## config.mk

```make
export PLATFORM = sky130hd
export DESIGN_NAME = thread_slot_round_robin_scheduler
export DESIGN_NICKNAME = d
export VERILOG_FILES = /design/src/tsrr_pkg.sv /design/src/thread_slot_round_robin_scheduler.sv /design/src/tsrr_ram.sv /design/src/tsrr_slot_table.sv /design/src/tsrr_ctrl.sv
export VERILOG_INCLUDE_DIRS = /design/src /design/src/src
export SDC_FILE = /design/constraint.sdc
export NUM_CORES = 1
export LEC_CHECK = 0
export ABC_CLOCK_PERIOD_IN_PS = 12100
export BUFFER_PORTS_ARGS = -buffer_cell sky130_fd_sc_hd__buf_2
export CORE_ASPECT_RATIO = 0.75
export CORE_MARGIN = 4
export CORE_UTILIZATION = 44
export CTS_BUF_LIST = sky130_fd_sc_hd__clkbuf_4
export CTS_CLUSTER_DIAMETER = 40
export DETAILED_ROUTE_END_ITERATION = 12
export PLACE_DENSITY = 0.67
export SKIP_CTS_REPAIR_TIMING = 1
export SYNTH_ARGS = -nofsm -noshare
export SYNTH_HDL_FRONTEND = slang
export SYNTH_HIERARCHICAL = 1
export SYNTH_SLANG_ARGS = --single-unit
```

## constraint.sdc

```tcl
create_clock -name clk -period 12.1 [get_ports clk]
set_input_delay 2.42 -clock clk [delete_from_list [all_inputs] [get_ports clk]]
set_output_delay 2.42 -clock clk [all_outputs]
set_load 0.01 [all_outputs]
```

## src/assert_macros.svh

```systemverilog
// Assertion macros shared by the RTL of the thread slot scheduler.
// Each macro samples on posedge clk and is disabled while arst_n is low.
`ifndef ASSERT_MACROS_SVH
`define ASSERT_MACROS_SVH

// Check that a condition holds at every clock edge.
`define ASSERT_ALWAYS(lbl, expr) \
	lbl: assert property (@(posedge clk) disable iff (!arst_n) (expr)) \
		else $error("assertion failed: invariant");

// Check that the consequent holds in the same cycle as the antecedent.
`define ASSERT_SAME(lbl, ante, cons) \
	lbl: assert property (@(posedge clk) disable iff (!arst_n) (ante) |-> (cons)) \
		else $error("assertion failed: same-cycle implication");

// Check that the consequent holds in the cycle after the antecedent.
`define ASSERT_NEXT(lbl, ante, cons) \
	lbl: assert property (@(posedge clk) disable iff (!arst_n) (ante) |=> (cons)) \
		else $error("assertion failed: next-cycle implication");

`endif

```

## src/tsrr_pkg.sv

```systemverilog
// Package for the thread slot round-robin scheduler: sizes, codes, payload
// and internal command structs. Used by every module of the block but tsrr_ram.
package tsrr_pkg;

	localparam int SLOT_COUNT = 8;
	localparam int SLOT_W     = $clog2(SLOT_COUNT);
	localparam int TID_W      = 8;
	localparam int WORD_W     = 32;
	localparam int SLOT_OUT_W = 6;
	localparam int PAIR_W     = 2 * WORD_W;

	typedef logic [SLOT_W-1:0] slot_idx_t;

	typedef enum logic [1:0] {
		OP_CREATE = 2'd0,
		OP_YIELD  = 2'd1,
		OP_JOIN   = 2'd2,
		OP_EXIT   = 2'd3
	} op_t;

	typedef enum logic [1:0] {
		STATUS_OK       = 2'd0,
		STATUS_REFUSED  = 2'd1,
		STATUS_BAD_JOIN = 2'd2,
		STATUS_NO_RUN   = 2'd3
	} status_t;

	typedef enum logic [1:0] {
		SLOT_FREE     = 2'd0,
		SLOT_RUNNABLE = 2'd1,
		SLOT_RUNNING  = 2'd2,
		SLOT_SLEEPING = 2'd3
	} slot_state_t;

	typedef enum logic [2:0] {
		SEQ_IDLE,
		SEQ_CREATE_SCAN,
		SEQ_JOIN_SCAN,
		SEQ_SAVE,
		SEQ_SWITCH_SCAN,
		SEQ_FETCH,
		SEQ_DONE
	} seq_state_t;

	typedef struct packed {
		logic [1:0]        op;
		logic [WORD_W-1:0] start_address;
		logic [WORD_W-1:0] argument;
		logic [TID_W-1:0]  join_tid;
		logic [WORD_W-1:0] saved_sp;
		logic [WORD_W-1:0] saved_fp;
	} in_item_t;

	typedef struct packed {
		logic [1:0]            status;
		logic [TID_W-1:0]      new_tid;
		logic [TID_W-1:0]      running_tid;
		logic [SLOT_OUT_W-1:0] running_slot;
		logic                  first_run;
		logic [WORD_W-1:0]     resume_start;
		logic [WORD_W-1:0]     resume_argument;
		logic [WORD_W-1:0]     resume_sp;
		logic [WORD_W-1:0]     resume_fp;
	} out_item_t;

	// Update of the slot table: one indexed write plus a wake of all sleepers.
	typedef struct packed {
		slot_idx_t        idx;
		logic             state_en;
		slot_state_t      state_val;
		logic             tid_en;
		logic [TID_W-1:0] tid_val;
		logic             fresh_en;
		logic             fresh_val;
		logic             wake;
	} tbl_cmd_t;

	// Slot table read port.
	typedef struct packed {
		slot_state_t      state;
		logic [TID_W-1:0] tid;
		logic             fresh;
	} tbl_rd_t;

	// Advance a slot index, wrapping at the table end.
	function automatic slot_idx_t slot_inc(input slot_idx_t idx);
		slot_idx_t res;
		if (idx == SLOT_W'(SLOT_COUNT - 1)) begin
			res = '0;
		end else begin
			res = idx + 1'b1;
		end
		return res;
	endfunction

endpackage

```

## src/thread_slot_round_robin_scheduler.sv

```systemverilog
// Round-robin thread slot scheduler, top level.
// Calls scan the slot table with the shared compare unit, which examines one slot per
// cycle. A new item is taken only once the last result is loaded into the result
// register; that register frees the input side before the result is taken.
// Reset clears slot states, tids, fresh bits, running slot and tid counter at once;
// entry and context RAM rows hold no reset value and need no clearing pass.
module thread_slot_round_robin_scheduler (
	input  logic                clk,
	input  logic                arst_n,
	input  logic                in_valid,
	output logic                in_ready,
	input  tsrr_pkg::in_item_t  in_item,
	output logic                out_valid,
	input  logic                out_ready,
	output tsrr_pkg::out_item_t out_item
);

`include "assert_macros.svh"

	logic                out_valid_q;
	tsrr_pkg::out_item_t out_item_q;
	logic                out_free;
	logic                res_valid;
	tsrr_pkg::out_item_t res_item;

	// Result register is free when empty or drained in this cycle
	assign out_free  = !out_valid_q || out_ready;
	assign out_valid = out_valid_q;
	assign out_item  = out_item_q;

	tsrr_ctrl u_ctrl (
		.clk       (clk),
		.arst_n    (arst_n),
		.in_valid  (in_valid),
		.in_ready  (in_ready),
		.in_item   (in_item),
		.out_free  (out_free),
		.res_valid (res_valid),
		.res_item  (res_item)
	);

	// Load a finished result, drop it after its transfer
	always_ff @(posedge clk or negedge arst_n) begin
		if (!arst_n) begin
			out_valid_q <= 1'b0;
		end else if (res_valid && out_free) begin
			out_valid_q <= 1'b1;
		end else if (out_ready) begin
			out_valid_q <= 1'b0;
		end
	end

	always_ff @(posedge clk) begin
		if (res_valid && out_free) begin
			out_item_q <= res_item;
		end
	end

	`ASSERT_NEXT(a_busy_after_accept, in_valid && in_ready, !in_ready)
	`ASSERT_SAME(a_result_blocks_input, res_valid, !in_ready)
	`ASSERT_NEXT(a_result_loaded, res_valid && out_free, out_valid_q)
	`ASSERT_ALWAYS(a_slot_in_range, !out_valid_q || (out_item_q.running_slot < tsrr_pkg::SLOT_COUNT))

endmodule

```

## src/tsrr_ram.sv

```systemverilog
// Generic single-write, single-read RAM with registered read data.
// Stand-alone; holds slot entry and saved context words.
module tsrr_ram #(
	parameter int DEPTH = 8,
	parameter int WIDTH = 64
) (
	input  logic                     clk,
	input  logic                     wr_en,
	input  logic [$clog2(DEPTH)-1:0] wr_addr,
	input  logic [WIDTH-1:0]         wr_data,
	input  logic                     rd_en,
	input  logic [$clog2(DEPTH)-1:0] rd_addr,
	output logic [WIDTH-1:0]         rd_data
);

	logic [WIDTH-1:0] mem_q [DEPTH];

	// Write port
	always_ff @(posedge clk) begin
		if (wr_en) begin
			mem_q[wr_addr] <= wr_data;
		end
	end

	// Registered read port; hold data between reads
	always_ff @(posedge clk) begin
		if (rd_en) begin
			rd_data <= mem_q[rd_addr];
		end
	end

endmodule

```

## src/tsrr_slot_table.sv

```systemverilog
// Slot table: per-slot state, tid and fresh bit in reset flops.
// Depends on tsrr_pkg for the command and read structs.
module tsrr_slot_table (
	input  logic                        clk,
	input  logic                        arst_n,
	input  tsrr_pkg::tbl_cmd_t          cmd,
	input  tsrr_pkg::slot_idx_t         rd_idx,
	input  tsrr_pkg::slot_idx_t         cur_idx,
	output tsrr_pkg::tbl_rd_t           rd,
	output logic [tsrr_pkg::TID_W-1:0]  cur_tid
);

	tsrr_pkg::slot_state_t            state_q [tsrr_pkg::SLOT_COUNT];
	logic [tsrr_pkg::TID_W-1:0]       tid_q   [tsrr_pkg::SLOT_COUNT];
	logic                             fresh_q [tsrr_pkg::SLOT_COUNT];

	// Update all slots: wake sleepers, then apply the indexed write on top
	always_ff @(posedge clk or negedge arst_n) begin
		if (!arst_n) begin
			for (int i = 0; i < tsrr_pkg::SLOT_COUNT; i++) begin
				state_q[i] <= (i == 0) ? tsrr_pkg::SLOT_RUNNING : tsrr_pkg::SLOT_FREE;
				tid_q[i]   <= (i == 0) ? '0 : '1;
				fresh_q[i] <= 1'b0;
			end
		end else begin
			for (int i = 0; i < tsrr_pkg::SLOT_COUNT; i++) begin
				if (cmd.state_en && cmd.idx == tsrr_pkg::SLOT_W'(i)) begin
					state_q[i] <= cmd.state_val;
				end else if (cmd.wake && state_q[i] == tsrr_pkg::SLOT_SLEEPING) begin
					state_q[i] <= tsrr_pkg::SLOT_RUNNABLE;
				end
				if (cmd.tid_en && cmd.idx == tsrr_pkg::SLOT_W'(i)) begin
					tid_q[i] <= cmd.tid_val;
				end
				if (cmd.fresh_en && cmd.idx == tsrr_pkg::SLOT_W'(i)) begin
					fresh_q[i] <= cmd.fresh_val;
				end
			end
		end
	end

	// Read the scanned slot and the running slot's tid
	always_comb begin
		rd.state = state_q[rd_idx];
		rd.tid   = tid_q[rd_idx];
		rd.fresh = fresh_q[rd_idx];
		cur_tid  = tid_q[cur_idx];
	end

endmodule

```

## src/tsrr_ctrl.sv

```systemverilog
// Sequencer of the scheduler: one slot compare per cycle drives create,
// join lookup and the round-robin switch. Depends on tsrr_pkg, the slot
// table and two tsrr_ram instances (entry words and saved context).
module tsrr_ctrl (
	input  logic                clk,
	input  logic                arst_n,
	input  logic                in_valid,
	output logic                in_ready,
	input  tsrr_pkg::in_item_t  in_item,
	input  logic                out_free,
	output logic                res_valid,
	output tsrr_pkg::out_item_t res_item
);

	tsrr_pkg::seq_state_t          state_q, state_d;
	tsrr_pkg::slot_idx_t           cur_q;
	tsrr_pkg::slot_idx_t           idx_q;
	logic [tsrr_pkg::TID_W-1:0]    next_tid_q;

	logic [tsrr_pkg::WORD_W-1:0]   start_q, arg_q, sp_q, fp_q;
	logic [tsrr_pkg::TID_W-1:0]    jt_q;
	tsrr_pkg::status_t             status_q;
	logic [tsrr_pkg::TID_W-1:0]    new_tid_q;
	logic                          switched_q;
	logic                          first_run_q;

	tsrr_pkg::tbl_cmd_t            cmd;
	tsrr_pkg::tbl_rd_t             rd;
	tsrr_pkg::slot_idx_t           rd_idx;
	logic [tsrr_pkg::TID_W-1:0]    cur_tid;

	logic                          ent_wr_en, ctx_wr_en, ram_rd_en;
	tsrr_pkg::slot_idx_t           ctx_wr_addr;
	logic [tsrr_pkg::PAIR_W-1:0]   ctx_wr_data;
	logic [tsrr_pkg::PAIR_W-1:0]   ent_rd_data, ctx_rd_data;

	logic                          accept;
	logic                          budget_ok, join_ok;
	logic                          hit, last;
	tsrr_pkg::op_t                 in_op;

	assign in_op     = tsrr_pkg::op_t'(in_item.op);
	assign accept    = in_valid && in_ready;
	assign budget_ok = next_tid_q <= tsrr_pkg::TID_W'(tsrr_pkg::SLOT_COUNT);
	assign join_ok   = in_item.join_tid < next_tid_q;

	tsrr_slot_table u_table (
		.clk     (clk),
		.arst_n  (arst_n),
		.cmd     (cmd),
		.rd_idx  (rd_idx),
		.cur_idx (cur_q),
		.rd      (rd),
		.cur_tid (cur_tid)
	);

	tsrr_ram #(
		.DEPTH (tsrr_pkg::SLOT_COUNT),
		.WIDTH (tsrr_pkg::PAIR_W)
	) u_entry_ram (
		.clk     (clk),
		.wr_en   (ent_wr_en),
		.wr_addr (idx_q),
		.wr_data ({start_q, arg_q}),
		.rd_en   (ram_rd_en),
		.rd_addr (idx_q),
		.rd_data (ent_rd_data)
	);

	tsrr_ram #(
		.DEPTH (tsrr_pkg::SLOT_COUNT),
		.WIDTH (tsrr_pkg::PAIR_W)
	) u_ctx_ram (
		.clk     (clk),
		.wr_en   (ctx_wr_en),
		.wr_addr (ctx_wr_addr),
		.wr_data (ctx_wr_data),
		.rd_en   (ram_rd_en),
		.rd_addr (idx_q),
		.rd_data (ctx_rd_data)
	);

	// Shared compare unit: the key depends on the scan being run
	always_comb begin
		hit  = 1'b0;
		last = (idx_q == tsrr_pkg::SLOT_W'(tsrr_pkg::SLOT_COUNT - 1));
		unique case (state_q)
			tsrr_pkg::SEQ_CREATE_SCAN: hit = (rd.state == tsrr_pkg::SLOT_FREE);
			tsrr_pkg::SEQ_JOIN_SCAN:   hit = (rd.tid == jt_q);
			tsrr_pkg::SEQ_SWITCH_SCAN: begin
				hit  = (rd.state == tsrr_pkg::SLOT_RUNNABLE);
				last = (idx_q == cur_q);
			end
			default: hit = 1'b0;
		endcase
	end

	// Next state
	always_comb begin
		state_d = state_q;
		unique case (state_q)
			tsrr_pkg::SEQ_IDLE: begin
				if (accept) begin
					unique case (in_op)
						tsrr_pkg::OP_CREATE:
							state_d = budget_ok ? tsrr_pkg::SEQ_CREATE_SCAN : tsrr_pkg::SEQ_DONE;
						tsrr_pkg::OP_JOIN:
							state_d = join_ok ? tsrr_pkg::SEQ_JOIN_SCAN : tsrr_pkg::SEQ_DONE;
						tsrr_pkg::OP_YIELD, tsrr_pkg::OP_EXIT:
							state_d = tsrr_pkg::SEQ_SAVE;
					endcase
				end
			end
			tsrr_pkg::SEQ_CREATE_SCAN: begin
				if (hit || last) begin
					state_d = tsrr_pkg::SEQ_DONE;
				end
			end
			tsrr_pkg::SEQ_JOIN_SCAN: begin
				priority if (hit) begin
					state_d = tsrr_pkg::SEQ_SAVE;
				end else if (last) begin
					state_d = tsrr_pkg::SEQ_DONE;
				end
			end
			tsrr_pkg::SEQ_SAVE: state_d = tsrr_pkg::SEQ_SWITCH_SCAN;
			tsrr_pkg::SEQ_SWITCH_SCAN: begin
				priority if (hit) begin
					state_d = tsrr_pkg::SEQ_FETCH;
				end else if (last) begin
					state_d = tsrr_pkg::SEQ_DONE;
				end
			end
			tsrr_pkg::SEQ_FETCH: state_d = tsrr_pkg::SEQ_DONE;
			tsrr_pkg::SEQ_DONE: begin
				if (out_free) begin
					state_d = tsrr_pkg::SEQ_IDLE;
				end
			end
			default: state_d = tsrr_pkg::SEQ_IDLE;
		endcase
	end

	// Outputs: table updates, RAM strobes and handshake
	always_comb begin
		cmd         = '0;
		cmd.idx     = idx_q;
		rd_idx      = idx_q;
		in_ready    = 1'b0;
		res_valid   = 1'b0;
		ent_wr_en   = 1'b0;
		ctx_wr_en   = 1'b0;
		ctx_wr_addr = idx_q;
		ctx_wr_data = '0;
		ram_rd_en   = 1'b0;
		unique case (state_q)
			tsrr_pkg::SEQ_IDLE: begin
				in_ready = 1'b1;
				// Exit: free the caller and wake every sleeper
				if (in_valid && in_op == tsrr_pkg::OP_EXIT) begin
					cmd.idx       = cur_q;
					cmd.state_en  = 1'b1;
					cmd.state_val = tsrr_pkg::SLOT_FREE;
					cmd.wake      = 1'b1;
				end
			end
			tsrr_pkg::SEQ_CREATE_SCAN: begin
				if (hit) begin
					cmd.state_en  = 1'b1;
					cmd.state_val = tsrr_pkg::SLOT_RUNNABLE;
					cmd.tid_en    = 1'b1;
					cmd.tid_val   = next_tid_q;
					cmd.fresh_en  = 1'b1;
					cmd.fresh_val = 1'b1;
					ent_wr_en     = 1'b1;
					ctx_wr_en     = 1'b1;
				end
			end
			tsrr_pkg::SEQ_JOIN_SCAN: begin
				if (hit) begin
					cmd.idx       = cur_q;
					cmd.state_en  = 1'b1;
					cmd.state_val = tsrr_pkg::SLOT_SLEEPING;
				end
			end
			tsrr_pkg::SEQ_SAVE: begin
				// Demote the caller if it is still running and store its context
				rd_idx        = cur_q;
				cmd.idx       = cur_q;
				cmd.state_en  = (rd.state == tsrr_pkg::SLOT_RUNNING);
				cmd.state_val = tsrr_pkg::SLOT_RUNNABLE;
				ctx_wr_en     = 1'b1;
				ctx_wr_addr   = cur_q;
				ctx_wr_data   = {sp_q, fp_q};
			end
			tsrr_pkg::SEQ_SWITCH_SCAN: begin
				if (hit) begin
					cmd.state_en  = 1'b1;
					cmd.state_val = tsrr_pkg::SLOT_RUNNING;
					cmd.fresh_en  = rd.fresh;
					cmd.fresh_val = 1'b0;
					ram_rd_en     = 1'b1;
				end
			end
			tsrr_pkg::SEQ_FETCH: ram_rd_en = 1'b0;
			tsrr_pkg::SEQ_DONE:  res_valid = 1'b1;
			default:             res_valid = 1'b0;
		endcase
	end

	// Control registers
	always_ff @(posedge clk or negedge arst_n) begin
		if (!arst_n) begin
			state_q    <= tsrr_pkg::SEQ_IDLE;
			cur_q      <= '0;
			next_tid_q <= tsrr_pkg::TID_W'(1);
		end else begin
			state_q <= state_d;
			if (state_q == tsrr_pkg::SEQ_CREATE_SCAN && hit) begin
				next_tid_q <= next_tid_q + 1'b1;
			end
			if (state_q == tsrr_pkg::SEQ_SWITCH_SCAN && hit) begin
				cur_q <= idx_q;
			end
		end
	end

	// Item and scan registers
	always_ff @(posedge clk) begin
		unique case (state_q)
			tsrr_pkg::SEQ_IDLE: begin
				if (accept) begin
					start_q     <= in_item.start_address;
					arg_q       <= in_item.argument;
					jt_q        <= in_item.join_tid;
					sp_q        <= in_item.saved_sp;
					fp_q        <= in_item.saved_fp;
					idx_q       <= '0;
					new_tid_q   <= '0;
					switched_q  <= 1'b0;
					first_run_q <= 1'b0;
					priority if (in_op == tsrr_pkg::OP_CREATE && !budget_ok) begin
						status_q <= tsrr_pkg::STATUS_REFUSED;
					end else if (in_op == tsrr_pkg::OP_JOIN && !join_ok) begin
						status_q <= tsrr_pkg::STATUS_BAD_JOIN;
					end else begin
						status_q <= tsrr_pkg::STATUS_OK;
					end
				end
			end
			tsrr_pkg::SEQ_CREATE_SCAN: begin
				priority if (hit) begin
					new_tid_q <= next_tid_q;
				end else if (last) begin
					status_q <= tsrr_pkg::STATUS_REFUSED;
				end else begin
					idx_q <= tsrr_pkg::slot_inc(idx_q);
				end
			end
			tsrr_pkg::SEQ_JOIN_SCAN: begin
				if (!hit) begin
					idx_q <= tsrr_pkg::slot_inc(idx_q);
				end
			end
			tsrr_pkg::SEQ_SAVE: idx_q <= tsrr_pkg::slot_inc(cur_q);
			tsrr_pkg::SEQ_SWITCH_SCAN: begin
				priority if (hit) begin
					switched_q  <= 1'b1;
					first_run_q <= rd.fresh;
				end else if (last) begin
					status_q <= tsrr_pkg::STATUS_NO_RUN;
				end else begin
					idx_q <= tsrr_pkg::slot_inc(idx_q);
				end
			end
			default: ;
		endcase
	end

	// Assemble the result; resume words come from the chosen slot's RAM rows
	always_comb begin
		res_item                 = '0;
		res_item.status          = status_q;
		res_item.new_tid         = new_tid_q;
		res_item.running_tid     = cur_tid;
		res_item.running_slot    = tsrr_pkg::SLOT_OUT_W'(cur_q);
		res_item.first_run       = switched_q && first_run_q;
		if (switched_q && first_run_q) begin
			res_item.resume_start    = ent_rd_data[tsrr_pkg::PAIR_W-1:tsrr_pkg::WORD_W];
			res_item.resume_argument = ent_rd_data[tsrr_pkg::WORD_W-1:0];
		end
		if (switched_q && !first_run_q) begin
			res_item.resume_sp = ctx_rd_data[tsrr_pkg::PAIR_W-1:tsrr_pkg::WORD_W];
			res_item.resume_fp = ctx_rd_data[tsrr_pkg::WORD_W-1:0];
		end
	end

endmodule

```

## Word level (Yosys, flattened, before mapping)

Memory sizes are Yosys's and may differ from the RTL's. A register that Yosys moved wholly into a read port is not among the register bits.
Cells that the tools add are included.

| storage, ports and cells | value |
|---|---|
| RAM bits | 1024 |
| word-level logic and storage cells | 260 |
| memories kept | 2 |
| bits of input ports | 142 |
| register bits | 404 |
| output and inout bits | 155 |

Memory list:

| name | depth | width | rd ports | clocked after memory_dff | write ports | line | RTL |
|---|---|---|---|---|---|---|---|
| u_ctrl.u_ctx_ram.mem_q | 8 | 64 | 1 | 1 | 1 | tsrr_ram.sv:16 | `logic [WIDTH-1:0] mem_q [DEPTH];` |
| u_ctrl.u_entry_ram.mem_q | 8 | 64 | 1 | 1 | 1 | tsrr_ram.sv:16 |  |

| cells by class | value |
|---|---|
| reduce and logical (&&, ||, !) cells | 72 |
| multiplexer cells | 88 |
| bitwise operators | 2 |
| add/sub/neg operators | 3 |
| eq/ne operators | 42 |
| order comparisons | 4 |

Operators by type and width:

| operator | number |
|---|---|
| two-way mux 64 bit | 1 |
| two-way mux 2 bit | 26 |
| binary-select mux 8 bit (select 3 bit) | 2 |
| two-way mux 3 bit | 16 |
| two-way mux 8 bit | 6 |
| logical AND 1 bit | 41 |
| == test 3 bit, second input constant | 9 |
| == test 2 bit, second input constant | 11 |
| nonzero test 2 bit | 11 |
| case mux 3 bit (7 select lines) | 1 |
| two-way mux 1 bit | 19 |
| case mux 3 bit (3 select lines) | 2 |
| case mux 8 bit (2 select lines) | 1 |
| case mux 3 bit (5 select lines) | 1 |
| two-way mux 14 bit | 1 |
| == test 3 x 2 -> 1 bit, second input constant | 4 |
| two-way mux 6 bit | 2 |
| inequality test 2 x 1 -> 1 bit, second input constant | 6 |
| inequality test 2 bit, second input constant | 6 |
| case mux 3 bit (4 select lines) | 1 |
| two-way mux 9 bit | 1 |
| AND reduction 3 bit | 3 |
| adder 8 x 1 -> 8 bit, second input constant | 1 |
| == test 8 bit | 1 |
| other kinds (24) | 38 |

## Logic depth before layout (Yosys ltp)

| depth | value |
|---|---|
| word-level depth | 13 |
| mapped depth | 17 |

## Cells and area by module

The synthesis kept the hierarchy.

Modules (own cells, without submodules):

| module | cells an instance | instances | area each (sq um) |
|---|---|---|---|
| tsrr_ram | 816 | 2 | 21187.8 |
| tsrr_ctrl | 601 | 1 | 7621.1 |
| tsrr_slot_table | 285 | 1 | 4834.6 |
| thread_slot_round_robin_scheduler | 157 | 1 | 4648.2 |

## Worst setup path after synthesis

OpenSTA, ideal clock, no wires.

| path | value |
|---|---|
| kind | register to register |
| start | register u_ctrl.state_q[1] |
| end | memory u_ctrl.u_entry_ram.mem_q[4][0], enable pin |
| arrival time | 7902 ps |
| stages on the path, launching flop included | 13 |
| clock period less this slack | 8467 ps |
| setup slack | 3633 ps |
| cell sequence | dfrtp_1 -> clkbuf_1 -> and2_1 -> mux2_2 -> buf_4 -> mux4_2 -> mux2_2 -> or3b_4 -> a211oi_4 -> a31oi_4 -> nor2_1 -> nand2_1 -> nor3_1 |

RTL lines:

| item | line | RTL |
|---|---|---|
| from (decl) | tsrr_ctrl.sv:15 | `tsrr_pkg::seq_state_t state_q, state_d;` |
| from (signal assigned) | tsrr_ctrl.sv:214 | `state_q <= tsrr_pkg::SEQ_IDLE;` |
| from (signal assigned) | tsrr_ctrl.sv:218 | `state_q <= state_d;` |
| to (decl) | tsrr_ram.sv:16 |  |

==> flow_summary.toml <==
[outcome]
status = "finished, final reports clean"

[placement]
place_area_mm2 = 0.06297
port_buffers = 296
hpwl_um = 70970
routabilityCongestion = 0.7968

[clock_network]
clk_pin_slew_ns = 0.07
cts_max_level = 5
numCtsBuffers = 381
cts_tree = "done"
clkSinkCount = 1559
clock_path_buffers = 4
clock_latency_ns = 1.30
root_buffer = "clkbuf_4"

[power]
peakVddDrop_v = 0.0001243
power.density_mw_per_mm2 = 205.8
p_total_w = 0.01393
p_switching_w = 0.003902
power.internal_w = 0.01002
p_sw_share_pct = 28.02
leakagePower_nw = 24.00
combinationalPowerShare_pct = 21.5
p_clk_share_pct = 29.9
p_seq_share_pct = 48.6

[floorplanning]
rows = 116
fp.dieW_um = 432.6
start_util_pct = 44.45
fp.dieH_um = 326.4
dieArea_mm2 = 0.1412
io_pins = 297
core_mm2 = 0.1338

[worst_setup_path]
required_ns = 12.92
critPathMaxStageDelay_ns = 0.81
critPathLaunch = "u_ctrl/state_q[0]"
crit_chain = "nor2b_4 -> buf_4 -> and2_1 -> mux2_2 -> mux4_2 -> mux2_2 -> or3b_4 -> a211oi_4 -> a31oi_4 -> nor2_1 -> nand2_1 -> nor2_4 -> buf_4"
reg2reg_from = "u_ctrl/state_q[0]"
endpoint_kind = "flip-flop"
path_buf_inv = 2
cp_data_arrival_time_ns = 8.06
cp_slowest_cell = "mux2_2"
path_class = "reg -> reg"
worstSetupStartpointType = "flip-flop"
worstPathMaxFanout = 66
critPathTopFamily = "simple AND/OR/NAND/NOR gates"

[layout]
stdcell_area_mm2 = 0.06767
fin_nets = 3428
drive_gt1_share_pct = 43.92
areaGrowthSynthToFinish_pct = 13.77

[synthesis]
synth.cell_area_mm2 = 0.05948
synth-edff-count = 1456
ys_ff_latch = 1559
syn_inst = 2675
ys_seq_area_share_pct = 77.96
synth_cell_types = 67
synth_ff_type = "edfxtp_1"
synth_warnings = 6
synth_async_sr_flop_share_pct = 6.607
avgSynthCellArea_um2 = 22.24

[global_routing]
antenna_found_initial = 15
grt_first_pass_wirelength_um = 191200
grt-ovfl-total = 0
grt_max_degree = 116
grt_pass1_vias = 30220
track_usage_pct = 18.17

[timing]
rsz0062_at_grt = "no"
fmax_ghz = 0.1380
final_hold_viol_count = 0
maxSlewViolCount = 0
fin_skew_ns = 0.1512
setup_viol = 0
setup_tns_ns = 0
slew_headroom_pct = 26.90
post-route-period-util_pct = 59.89
hold-worst-slack_ns = 0.3938
tightest_slew_ns = 1.096
finalCriticalPeriod_ns = 7.247

[route]
detail-route-antenna-nets = 0
routed_wl_um = 127500
vias = 28460
drc = 0
wl_per_cell_um = 23.91
drt_iter0_markers = 2311
vias_per_cell = 5.338
drt_first_pass_iters = 7

[job]
drv_cap = 0

[min_path]
hold_start = "u_ctrl/new_tid_q[3]"
hp-class = "reg -> reg"
## cell usage in the layout, fill, tap and decap left out, types with 27 or more instances in the layout
master	n
clkbuf_4	561
clkinv_1	77
mux4_2	279
and2_1	67
nor2_1	27
mux2_2	245
buf_2	295
buf_4	55
dfrtp_1	44
edfxtp_1	1456
dfstp_2	58
and3_1	129
## metrics by stage
stage	util [%]	cells	setup slack, ns
4_1_cts	50.54	5315	4.806
5_1_grt	50.56	5325	4.376
3_3_place_gp	47.05	4660	4.971
2_1_floorplan	-	2677	3.633
3_5_place_dp	47.05	4660	4.812
6_report	50.57	5331	4.853
## sequential cells by signal (all words and copies together) (netlist names), 16 cells and up
register / flops
u_ctrl/u_ctx_ram/rd_data: 64
out_item: 153
u_ctrl/fp_q: 32
u_ctrl/u_entry_ram/rd_data: 64
u_ctrl/start_q: 32
u_ctrl/u_ctx_ram/mem_q: 512
u_ctrl/u_entry_ram/mem_q: 512
u_ctrl/u_table/state_q: 16
u_ctrl/arg_q: 32
u_ctrl/u_table/tid_q: 64
u_ctrl/sp_q: 32
## per-layer routing
metal | track usage, % | vias to the layer above | wire, um
met3 | 4.458 | 198 | 8055
met4 | 7.174 | 2 | 3168
met2 | 28.36 | 971 | 61810
met5 | 0 | - | 13
met1 | 24.81 | 14800 | 54430
li1 | - | 12490 | -
## power by group through the flow
stage | registers (W) | clock network [W] | logic (W)
after detailed placement | 0.00689 | 0 | 0.00304
after global routing | 0.00680 | 0.00464 | 0.00323
after floorplan | 0.00686 | 0 | 0.00224
after global placement | 0.00688 | 0 | 0.00302
final | 0.00677 | 0.00417 | 0.00299
after CTS | 0.00678 | 0.00432 | 0.00305
## path summary, 6_finish.rpt
path | cells after the start | slack [ns] | end
worst min-delay path | 0 | 0.39 | out_item[146]
worst max register to register | 13 | 4.85 | u_ctrl/u_entry_ram/mem_q[6][46]
worst max-delay path | 13 | 4.85 | u_ctrl/u_entry_ram/mem_q[6][46]
worst min register to register | 0 | 0.39 | out_item[146]
min in group asynchronous | 1 | 1.10 | u_ctrl/u_table/state_q[14]
max in group asynchronous | 2 | 9.65 | u_ctrl/next_tid_q[1]
## layout make-up
cell class / count / area [um2]
fill: 10750 / 66150
sequential: 1559 / 46370
multi-input combinational: 966 / 12410
clock buffer: 561 / 4212
tap: 1770 / 2215
timing repair buffer: 351 / 1909
clock inverter: 94 / 452.9
inverter: 14 / 57.56
antenna: 16 / 40.04
## synthesized netlist by cell type, types with 3 or more instances
| library cell | count | share of area (%) |
|---|---|---|
| mux4_2 | 279 | 11 |
| buf_1 | 22 | 0.14 |
| nand2b_1 | 11 | 0.12 |
| a211oi_1 | 3 | 0.038 |
| nor2_1 | 39 | 0.25 |
| buf_6 | 24 | 0.45 |
| nand2_1 | 23 | 0.15 |
| mux2_2 | 245 | 4.6 |
| buf_2 | 17 | 0.14 |
| nand4b_2 | 3 | 0.076 |
| nand4_1 | 5 | 0.053 |
| nand4b_1 | 6 | 0.088 |
| dfrtp_1 | 45 | 1.9 |
| a31oi_1 | 4 | 0.042 |
| a22oi_1 | 4 | 0.050 |
| dfstp_2 | 58 | 2.6 |
| ha_1 | 13 | 0.27 |
| nor4b_1 | 3 | 0.044 |
| nor2b_1 | 3 | 0.032 |
| a21oi_1 | 10 | 0.084 |
| mux4_1 | 15 | 0.66 |
| and3_1 | 129 | 1.4 |
| xor2_1 | 8 | 0.12 |
| and2_1 | 68 | 0.72 |
| and4bb_2 | 4 | 0.084 |
| xnor2_1 | 10 | 0.15 |
| buf_4 | 13 | 0.16 |
| a21boi_0 | 8 | 0.10 |
| nor3_1 | 18 | 0.15 |
| inv_1 | 12 | 0.076 |
| clkbuf_1 | 61 | 0.38 |
| edfxtp_1 | 1456 | 74 |
| o21ai_0 | 8 | 0.067 |
| nand3_1 | 3 | 0.025 |
| nor4bb_1 | 5 | 0.084 |
## cell families (layout without fill, tap and decap cells)
kind of cell    count (synthesis)  in the layout  share of synthesized area [%]
compound gates                 50             50                         0.6121
xor+xnor                       18             18                         0.2650
buf+inv                       152           1020                          1.407
simple gates                  340            340                          3.555
other cells                     1             19                       0.006305
flops                        1559           1559                          77.96
fa+ha+maj                      13             13                         0.2735
mux                           542            542                          15.92
No activity file was read; power rests on OpenSTA's default activity.
